**config.mk**
```make
export PLATFORM = sky130hd
export DESIGN_NAME = csc_ctrl
export DESIGN_NICKNAME = d
export VERILOG_FILES = /design/src/rtl/core/csc_pkg.sv /design/src/rtl/core/csc_ctrl.sv
export SDC_FILE = /design/constraint.sdc
export NUM_CORES = 1
export LEC_CHECK = 0
export BUFFER_PORTS_ARGS = -buffer_cell sky130_fd_sc_hd__buf_2
export CAP_MARGIN = 15
export CORE_MARGIN = 3
export CORE_UTILIZATION = 45
export CTS_BUF_LIST = sky130_fd_sc_hd__clkbuf_4 sky130_fd_sc_hd__clkbuf_8
export DETAILED_ROUTE_END_ITERATION = 10
export PLACE_DENSITY = 0.74
export SLEW_MARGIN = 0
export SYNTH_ARGS = -nofsm -noshare
export SYNTH_HDL_FRONTEND = slang
export SYNTH_SLANG_ARGS = --single-unit
```
**constraint.sdc**
```tcl
create_clock -name clk -period 2.3 [get_ports clk]
set_input_delay 0.46 -clock clk [delete_from_list [all_inputs] [get_ports clk]]
set_output_delay 0.46 -clock clk [all_outputs]
set_load 0.05 [all_outputs]
```
**src/rtl/core/csc_pkg.sv**
```systemverilog
// Shared types, constants and helpers for the cross-spectrum coherence block.
package csc_pkg;

	localparam int MAX_FREQS    = 64;
	localparam int MAX_BINS     = 64;
	localparam int SAMPLE_WIDTH = 16;
	localparam int ACC_WIDTH    = 48;
	localparam int FREQ_W       = 6;
	localparam int BIN_W        = 6;
	localparam int ADDR_W       = FREQ_W + BIN_W;
	localparam int DEPTH        = MAX_FREQS * MAX_BINS;
	localparam int CNT_W        = 7;
	localparam int PROD_W       = 2 * SAMPLE_WIDTH + 1;
	localparam int SUM_W        = 64;
	localparam int WIDE_W       = 128;
	localparam int COH_W        = 16;
	localparam int TRIAL_W      = 16;
	localparam int CFG_IDX_W    = 3;
	localparam int CFG_DATA_W   = 9;

	typedef enum logic [1:0] {
		CMD_ACC   = 2'd0,
		CMD_TRIAL = 2'd1,
		CMD_CLEAR = 2'd2,
		CMD_QUERY = 2'd3
	} cmd_t;

	typedef enum logic [CFG_IDX_W-1:0] {
		REG_FREQ_COUNT    = 3'd0,
		REG_BIN_COUNT     = 3'd1,
		REG_POOL_TAPERS   = 3'd2,
		REG_CHANNEL_COUNT = 3'd3,
		REG_SMOOTH_TIME   = 3'd4,
		REG_SMOOTH_FREQ   = 3'd5
	} reg_idx_t;

	typedef enum logic [3:0] {
		ST_INIT, ST_IDLE, ST_DECODE, ST_CLEAR, ST_ACC_RD, ST_ACC_WR, ST_TRIAL,
		ST_Q_INIT, ST_Q_RD, ST_Q_SUM, ST_Q_MAG, ST_Q_MUL, ST_Q_CMP, ST_Q_DIV, ST_FINISH
	} state_t;

	typedef enum logic [3:0] {
		OP_NOP, OP_LOAD, OP_CLEAR, OP_ACC_RD, OP_ACC_WR, OP_TRIAL, OP_Q_INIT,
		OP_Q_RD, OP_Q_SUM, OP_Q_MAG, OP_Q_MUL, OP_Q_CMP, OP_Q_DIV, OP_OUT
	} op_t;

	typedef struct packed {
		cmd_t cmd;
		logic reject;
		logic no_trials;
		logic sweep_last;
		logic win_last;
		logic mul_last;
		logic div_last;
		logic early;
	} dp_stat_t;

	typedef struct packed {
		logic signed [ACC_WIDTH-1:0] cr;
		logic signed [ACC_WIDTH-1:0] ci;
		logic signed [ACC_WIDTH-1:0] pa;
		logic signed [ACC_WIDTH-1:0] pb;
	} entry_t;

	// saturating add of a product sum into a table entry
	function automatic logic signed [ACC_WIDTH-1:0] acc_sat(
		input logic signed [ACC_WIDTH-1:0] e,
		input logic signed [PROD_W-1:0] d
	);
		logic signed [ACC_WIDTH:0] s;
		s = (ACC_WIDTH+1)'(e) + (ACC_WIDTH+1)'(d);
		if (s[ACC_WIDTH] != s[ACC_WIDTH-1])
			return s[ACC_WIDTH] ? {1'b1, {(ACC_WIDTH-1){1'b0}}}
				: {1'b0, {(ACC_WIDTH-1){1'b1}}};
		return s[ACC_WIDTH-1:0];
	endfunction

endpackage

```
**src/rtl/core/csc_ctrl.sv**
```systemverilog
// Controller state machine sequencing the datapath for each command.
module csc_ctrl (
	input  logic                clk,
	input  logic                arst_n,
	input  logic                in_valid,
	output logic                in_ready,
	input  logic                out_ready,
	output logic                out_valid,
	input  csc_pkg::dp_stat_t   stat,
	output csc_pkg::op_t        op
);

	csc_pkg::state_t state_q, state_d;
	logic out_valid_q;

	assign out_valid = out_valid_q;

	// state and result-valid registers
	always_ff @(posedge clk or negedge arst_n) begin
		if (!arst_n) begin
			state_q     <= csc_pkg::ST_INIT;
			out_valid_q <= 1'b0;
		end else begin
			state_q <= state_d;
			if (op == csc_pkg::OP_OUT)
				out_valid_q <= 1'b1;
			else if (out_ready)
				out_valid_q <= 1'b0;
		end
	end

	// next state and datapath operation
	always_comb begin
		state_d  = state_q;
		op       = csc_pkg::OP_NOP;
		in_ready = 1'b0;
		case (state_q)
			csc_pkg::ST_INIT: begin
				op = csc_pkg::OP_CLEAR;
				if (stat.sweep_last) state_d = csc_pkg::ST_IDLE;
			end
			csc_pkg::ST_IDLE: begin
				in_ready = 1'b1;
				if (in_valid) begin
					op      = csc_pkg::OP_LOAD;
					state_d = csc_pkg::ST_DECODE;
				end
			end
			csc_pkg::ST_DECODE: begin
				case (stat.cmd)
					csc_pkg::CMD_ACC:
						state_d = stat.reject ? csc_pkg::ST_FINISH : csc_pkg::ST_ACC_RD;
					csc_pkg::CMD_TRIAL: state_d = csc_pkg::ST_TRIAL;
					csc_pkg::CMD_CLEAR: state_d = csc_pkg::ST_CLEAR;
					default:
						state_d = (stat.reject || stat.no_trials) ? csc_pkg::ST_FINISH
							: csc_pkg::ST_Q_INIT;
				endcase
			end
			csc_pkg::ST_CLEAR: begin
				op = csc_pkg::OP_CLEAR;
				if (stat.sweep_last) state_d = csc_pkg::ST_FINISH;
			end
			csc_pkg::ST_ACC_RD: begin
				op      = csc_pkg::OP_ACC_RD;
				state_d = csc_pkg::ST_ACC_WR;
			end
			csc_pkg::ST_ACC_WR: begin
				op      = csc_pkg::OP_ACC_WR;
				state_d = csc_pkg::ST_FINISH;
			end
			csc_pkg::ST_TRIAL: begin
				op      = csc_pkg::OP_TRIAL;
				state_d = csc_pkg::ST_FINISH;
			end
			csc_pkg::ST_Q_INIT: begin
				op      = csc_pkg::OP_Q_INIT;
				state_d = csc_pkg::ST_Q_RD;
			end
			csc_pkg::ST_Q_RD: begin
				op      = csc_pkg::OP_Q_RD;
				state_d = csc_pkg::ST_Q_SUM;
			end
			csc_pkg::ST_Q_SUM: begin
				op      = csc_pkg::OP_Q_SUM;
				state_d = stat.win_last ? csc_pkg::ST_Q_MAG : csc_pkg::ST_Q_RD;
			end
			csc_pkg::ST_Q_MAG: begin
				op      = csc_pkg::OP_Q_MAG;
				state_d = csc_pkg::ST_Q_MUL;
			end
			csc_pkg::ST_Q_MUL: begin
				op = csc_pkg::OP_Q_MUL;
				if (stat.mul_last) state_d = csc_pkg::ST_Q_CMP;
			end
			csc_pkg::ST_Q_CMP: begin
				op      = csc_pkg::OP_Q_CMP;
				state_d = stat.early ? csc_pkg::ST_FINISH : csc_pkg::ST_Q_DIV;
			end
			csc_pkg::ST_Q_DIV: begin
				op = csc_pkg::OP_Q_DIV;
				if (stat.div_last) state_d = csc_pkg::ST_FINISH;
			end
			csc_pkg::ST_FINISH: begin
				if (!out_valid_q || out_ready) begin
					op      = csc_pkg::OP_OUT;
					state_d = csc_pkg::ST_IDLE;
				end
			end
			default: state_d = csc_pkg::ST_INIT;
		endcase
	end

endmodule

```
==> results of run 1 <==
==> power breakdown <==
group / internal [mW] / switching, mW / leakage, nW
combinational: 0.322 / 0.549 / 0.274
clock: 0.0631 / 0.0408 / 0.0177
sequential: 0.131 / 0.0905 / 0.0603
total: 0.516 / 0.681 / 0.352
==> cells in the final DEF (no fill, tap or decap) <==
cell type	count
buf_2	18
o21ai_0	8
dfrtp_1	5
inv_1	4
nor3_1	4
ha_1	4
buf_4	4
nand2_1	3
o21ai_1	3
nand3_1	3
a21oi_1	3
clkbuf_4	3
nand2b_1	2
nor2b_1	2
mux2_2	2
nor3b_1	2
a211o_1	2
a311o_1	1
o211ai_1	1
o311a_1	1
a31oi_1	1
nor2_1	1
nand3b_1	1
a221oi_1	1
nor2_2	1
xor2_1	1
o22ai_1	1
o211a_1	1
a211oi_4	1
mux2_1	1
a21boi_0	1
a21oi_2	1
or3b_1	1
o21bai_1	1
a21o_1	1
a41o_1	1
maj3_1	1
a311oi_1	1
clkinv_2	1
==> critical path: stages (launching register included) <==
cell and delay [ns]:
dfrtp_1 0.50, nor2b_1 0.20, nand2_1 0.07, mux2_2 0.25
o21ai_1 0.11, buf_2 0.28
==> metrics by stage <==
| step | std cells | setup slack, ns | utilization [%] | total power [mW] | hold WS (ns) |
|---|---|---|---|---|---|
| 2_1_floorplan | 75 | 0.0834 | - | 0.921 | 0.164 |
| 3_3_place_gp | 104 | 0.477 | 59.8 | 1.08 | 0.277 |
| 3_5_place_dp | 104 | 0.429 | 59.8 | 1.09 | 0.279 |
| 4_1_cts | 108 | 0.189 | 62.1 | 1.20 | 0.0148 |
| 5_1_grt | 108 | 0.0830 | 62.1 | 1.29 | 0.00498 |
| 6_report | 108 | 0.187 | 62.1 | 1.20 | 0.0176 |
==> flip-flops by register name (all words and copies together), names as in the netlist <==
register and count:
state_q 4, out_valid 1
==> synthesized netlist by cell type, drive strengths merged (2+ instances only) <==
cell type | n | area share, %
ha | 4 | 8.2
nor3 | 4 | 3.3
nor3b | 2 | 2.5
nand2 | 3 | 1.8
buf | 6 | 5.9
a21oi | 4 | 3.9
nor2 | 2 | 1.6
mux2 | 3 | 5.5
dfrtp | 5 | 20
nand3 | 3 | 2.5
inv | 4 | 2.5
a211o | 2 | 2.9
o21ai | 11 | 9.0
nand2b | 2 | 2.0
nor2b | 2 | 2.0
==> final cells by class <==
type,count,area (um^2)
repair buffers,22,120
clock inverters,1,5.00
inverters,4,15.0
well taps,14,17.5
multi-input cells,59,432
fillers,115,449
clock buffers,3,22.5
flip-flops and latches,5,125
==> routing by layer <==
metal	part of all wire (%)	track usage [%]	wire length [um]	up-vias
met5	0	0	0	-
met4	0	3.73	0	0
met3	7.1	5.08	104	0
met2	48	27.5	705	19
met1	45	24.1	661	294
li1	-	-	-	315
==> cell families (layout without fill, tap and decap cells) <==
kind of cell               count (synthesis)  after routing
AOI/OAI and AO/OA                         30             30
and+or+nand+nor                           20             20
buffers and inverters                     11             30
adders and majority gates                  5              5
DFF                                        5              5
muxes                                      3              3
xor gates and xnor gates                   1              1
==> worst paths after layout <==
path | from | endpoint | slack [ns] | cells after the start
setup / recovery | state_q[0] | op[0] | 0.19 | 5
setup reg to reg | state_q[0] | state_q[1] | 0.41 | 5
max in group asynchronous | arst_n | state_q[0] | 2.15 | 1
hold reg to reg | out_valid | out_valid | 0.60 | 2
min in group clk | out_ready | out_valid | 0.60 | 3
hold / removal | arst_n | state_q[3] | 0.02 | 1
==> metrics.md, run 1 <==
| Metric | Value |
|---|---|
| Outcome | `completed` |
| Maxcap violations | `0` |
| Setup Viol. Count Final | `0` |
| Fin area | `737 um^2` |
| Post-Synth XOR/XNOR Area | `approximately 1.4%` |
| # nets final | `about 110` |
| Clock-pin slew on the worst setup and hold paths | `roughly 0.05 ns` |
| Clock latency on the worst-skew pair | `0.24 ns` |
| Share of cells above drive strength 1 | `33.0%` |
| Crit-path max FO | `10` |
| Hold Vio Cnt, Final | `0` |
| LEAKAGE | `0.352 nW` |
| Fin crit share | `91.9%` |
| Syn Inst Count | `75` |
| Initial Util | `51.6%` |
| # diodes | `0` |
| Area delta synth->final | `20.4%` |
| Grt total ovfl | `0` |
| Min cycle time layout | `2.11 ns` |
| Core Area | `1190 um^2` |
| Yosys warning total | `0` |
| Via density | `5.81` |
| Hold buffers post-CTS | `0` |
| Final WL | `1470 um` |
| Post-synthesis adder-cell area fraction | `under 10%` |
| Gr usage total | `17.7%` |
| Type of origin of the critical path | `flip-flop` |
| Fmax | `between 400 and 500 MHz` |
| Pwr dens | `1620 nW/um^2` |
| Fin. max-slew vios | `0` |
| Slew @ Worst Pin | `0.495 ns` |
| Routed WL per cell | `13.6 um` |
| Number of synthesized flops with an enable pin | `0` |
| H-tree Lvls | `1` |
| Sinks on Clock Net | `5` |
| Remaining DRCs | `0` |
| Total CTS buffers | `3` |
| Skew final | `0.00155 ns` |
| Vias post-DR | `628` |
| Syn_nets | `roughly 90` |
| Root Buffer Master | `clkbuf_4` |
| Crit path DAT | `1.65 ns` |
| FF+latch count, synth | `5` |
| Most used flip-flop cell after synthesis | `dfrtp_1` |
| Vias in the first global route | `569` |
| RSZ-0062 raised after global routing | `no` |
| Compound-Gate Fraction of Synth Area | `35.4%` |
| Die X | `42.9 um` |
| Mux cell area share after synthesis | `5.52%` |
| Largest family of logic cells by synthesized area | `compound AO/OA/AOI/OAI gates` |
| PortBufs | `18` |
| Die height | `between 40 and 50 um` |
| CTS tree | `yes` |
| Area post-placement | `709 um^2` |
| Sum Neg Setup Slack | `0 ns` |
| Final Wtd Congestion | `0.878` |
| Largest net degree at the start of global routing | `15` |
| Postcts setup bufs | `0` |
| Initial antenna violation count | `0` |
| VDD IR max | `0.720 mV` |
| Type of the most critical hold path | `input port to async pin` |
| Clock buffer depth | `2` |
| Simple-gate area share of the yosys netlist | `18.4%` |
| Relative slew slack | `66.8%` |
| Register area share after synthesis | `20.4%` |
| Full die area | `1840 um^2` |
| Post-Syn Area | `just over 600 um^2` |
| CTS resizes | `0` |
| FFs w/ async S/R, synth | `100%` |
| # rows | `12` |
| DR pass1 iterations | `5` |
| Critical Setup Path Class | `flip-flop to primary output` |
| I/O pin count | `19` |
| Dpl hpwl | `1160 um` |
| Syn avg cell area | `8.16 um^2` |
| Worst endpoint required time | `roughly 1.8 ns` |
| Crit path capture type | `primary output` |
| DR iter-0 viols | `12` |
| Count of cell types in the netlist | `37` |
| Post-route ant nets | `0` |
| First-pass GRT wire length | `2490 um` |
Power figures use the tool's default switching activity.
==> run 2, diff against run 1 <==
--- a/config.mk
+++ b/config.mk
@@ -8,10 +8,11 @@
 export BUFFER_PORTS_ARGS = -buffer_cell sky130_fd_sc_hd__buf_2
 export CAP_MARGIN = 15
 export CORE_MARGIN = 3
-export CORE_UTILIZATION = 45
+export CORE_UTILIZATION = 40
 export CTS_BUF_LIST = sky130_fd_sc_hd__clkbuf_4 sky130_fd_sc_hd__clkbuf_8
 export DETAILED_ROUTE_END_ITERATION = 10
-export PLACE_DENSITY = 0.74
+export PLACE_DENSITY = 0.67
+export SETUP_SLACK_MARGIN = 0.3
 export SLEW_MARGIN = 0
 export SYNTH_ARGS = -nofsm -noshare
 export SYNTH_HDL_FRONTEND = slang
==> metrics.md, run 2 (synthesis gave the netlist of run 1 again) <==
| Metric | Value |
|---|---|
| CTS tree | `yes` |
| Pwr dens | `1640 nW/um^2 (+1.0%)` |
| CP top delay family | `flip-flops` |
| DR iter-0 viols | `10 (-2)` |
| VDD IR max | `0.781 mV (+8.5%)` |
| Root Buffer Master | `clkbuf_4` |
| Largest net degree at the start of global routing | `15 (unchanged)` |
| Core Area | `1370 um^2 (+15%)` |
| Post-route ant nets | `0 (unchanged)` |
| Routed WL per cell | `12.6 um (-7.8%)` |
| Critical Path Max Stage Delay | `0.44 ns (-0.06 ns)` |
| I/O pin count | `19 (unchanged)` |
| Fin. max-slew vios | `0 (unchanged)` |
| Worst endpoint required time | `1.84 ns (about the same)` |
| Crit-path max FO | `7 (-3)` |
| Sum Neg Setup Slack | `0 ns (unchanged)` |
| CP cell instances | `inv_1, nor3_1, a31oi_1, o21ai_2, clkbuf_4` |
| Crit path capture type | `primary output` |
| Vias in the first global route | `548 (-3.7%)` |
| Skew final | `0.000681 ns (-0.000869 ns)` |
| Gr usage total | `14.8% (-3.0 points)` |
| # diodes | `0 (unchanged)` |
| Sequential power share | `16.3% (-2.2 points)` |
| Total CTS buffers | `3 (unchanged)` |
| Worst R2R Path Depth | `5 (unchanged)` |
| First-pass GRT wire length | `2200 um (-12%)` |
| Die height | `45.1 um (+5.2%)` |
| Sw Pwr | `0.695 mW (+2.1%)` |
| Remaining DRCs | `0 (unchanged)` |
| Relative slew slack | `70.9% (+4.2 points)` |
| Crit path capture | `op[2]` |
| Largest Register | `state_q` |
| Setup Viol. Count Final | `0 (unchanged)` |
| Area delta synth->final | `30.7%` |
| Final Wtd Congestion | `0.765 (-13%)` |
| Die X | `45.1 um (+5.2%)` |
| Dpl hpwl | `1080 um (-6.7%)` |
| WP buf/inv | `2 (+1)` |
| CP max-delay cell | `dfrtp_2` |
| Clock-pin slew on the worst setup and hold paths | `0.04 ns (about the same)` |
| Setup crit start | `state_q[1]` |
| Sw frac | `52.9% (-3.9 points)` |
| Commonest non-fill, non-tap cells in the layout | `16 x buf_2, 8 x o21ai_0, 8 x buf_4` |
| Via density | `5.65 (-2.8%)` |
| Vias post-DR | `639 (+1.8%)` |
| PortBufs | `18 (unchanged)` |
| R2R Path Start | `state_q[1]` |
| FF-to-FF setup slack | `0.53 ns (+0.12 ns)` |
| Slew @ Worst Pin | `0.433 ns (-0.0621 ns)` |
| Fmax | `511 MHz (+7.9%)` |
| Fin crit share | `85.1% (-6.8 points)` |
| Share of cells above drive strength 1 | `41.8% (+8.9 points)` |
| Outcome | `completed` |
| Crit path DAT | `1.50 ns (-0.15 ns)` |
| Combinational power share | `75.5% (+2.7 points)` |
| H-tree Lvls | `1 (unchanged)` |
| Crit Reg-Reg Endpoint | `state_q[1]` |
| Grt total ovfl | `0 (unchanged)` |
| Final WL | `1420 um (-3.5%)` |
| Initial antenna violation count | `0 (unchanged)` |
| Clock power frac | `8.3% (-0.4 points)` |
| Initial Util | `44.8% (-6.8 points)` |
| Most common cell after layout, fill and taps aside | `buf_2` |
| Cell internal pwr | `0.617 mW (+20%)` |
| Clock buffer depth | `2 (unchanged)` |
| Full die area | `2030 um^2 (+11%)` |
| LEAKAGE | `0.378 nW (+7.4%)` |
| Hold slack | `0.0248 ns (+0.00716 ns)` |
| Critical Path Stages | `5 (unchanged)` |
| # rows | `13 (+1)` |
| Type of the most critical hold path | `input port to async pin` |
| Hold buffers post-CTS | `0 (unchanged)` |
| # nets final | `116 (+3.6%)` |
| Clock latency on the worst-skew pair | `0.23 ns (about the same)` |
| Critical Setup Path Class | `flip-flop to primary output` |
| Maxcap violations | `0 (unchanged)` |
| Sinks on Clock Net | `5 (unchanged)` |
| Fill cells | `137 (+19%)` |
| Largest register FFs | `4 (unchanged)` |
| RSZ-0062 raised after global routing | `no` |
| DR pass1 iterations | `4 (-1)` |
| Final design utilization | `58.5% (-3.6 points)` |
| Min cycle time layout | `1.96 ns (-0.155 ns)` |
| Type of origin of the critical path | `flip-flop` |
| Hold Vio Cnt, Final | `0 (unchanged)` |
==> run 2: cell count changes in the layout (fill, tap and decap cells not counted), sizes merged <==
| cell | previous run | this run |
|---|---|---|
| clkbuf | 3 | 5 |
| buf | 22 | 25 |
| clkinv | 1 | 0 |
==> run 2: what timing repair did <==
item / CTS / global route
gates cloned: 0 / 0
resized for setup: 3 / 5
buffers inserted: 0 / 4
setup endpoints to repair: 2 / 2
==> run 2: routing by layer <==
metal	part of all wire (%)	vias to the layer above	GRT usage, %
met2	53	11	24.6
li1	-	323	-
met1	43	305	18.4
met5	0	-	0
met3	4.0	0	2.39
met4	0	0	7.02
==> run 2: worst min path at each step <==
stage,start,endpoint,depth (start not counted)
finish,arst_n,state_q[3],1
global route,arst_n,out_valid,1
CTS,arst_n,state_q[3],1
detailed placement,arst_n,state_q[0],1
global placement,arst_n,state_q[2],1
floorplan,arst_n,out_valid,0
==> run 2: metrics by stage <==
stage | worst slack, ns | cell area, um^2 | std cells | power [mW]
after floorplan | 0.0834 | 621 | 75 | 0.935
after CTS | 0.318 | 754 | 109 | 1.22
after global routing | 0.243 | 800 | 113 | 1.42
after global placement | 0.424 | 719 | 105 | 1.09
final | 0.342 | 800 | 113 | 1.31
after detailed placement | 0.434 | 719 | 105 | 1.10
==> run 2: power groups by stage <==
stage                     registers, mW  logic, mW  clock network [mW]
after global placement            0.223      0.870                   0
after floorplan                   0.187      0.748                   0
final                             0.214      0.990               0.108
after CTS                         0.225      0.886               0.112
after global routing              0.225       1.07               0.120
after detailed placement          0.222      0.875                   0
==> run 2: layout make-up <==
cell class / instances / area (um^2) / share of cell area, %
multi-input combinational: 59 / 448 / 56.0
timing repair buffer: 26 / 159 / 19.9
sequential: 5 / 129 / 16.1
clock buffer: 4 / 30.0 / 3.76
tap: 15 / 18.8 / 2.35
inverter: 4 / 15.0 / 1.88
==> run 2: worst reg2reg max path: stages, from the launching register on <==
cell and delay [ns]:
dfrtp_2 0.46, buf_4 0.16, nor3b_1 0.13, o211a_1 0.27
a211oi_4 0.26, mux2_2 0.37
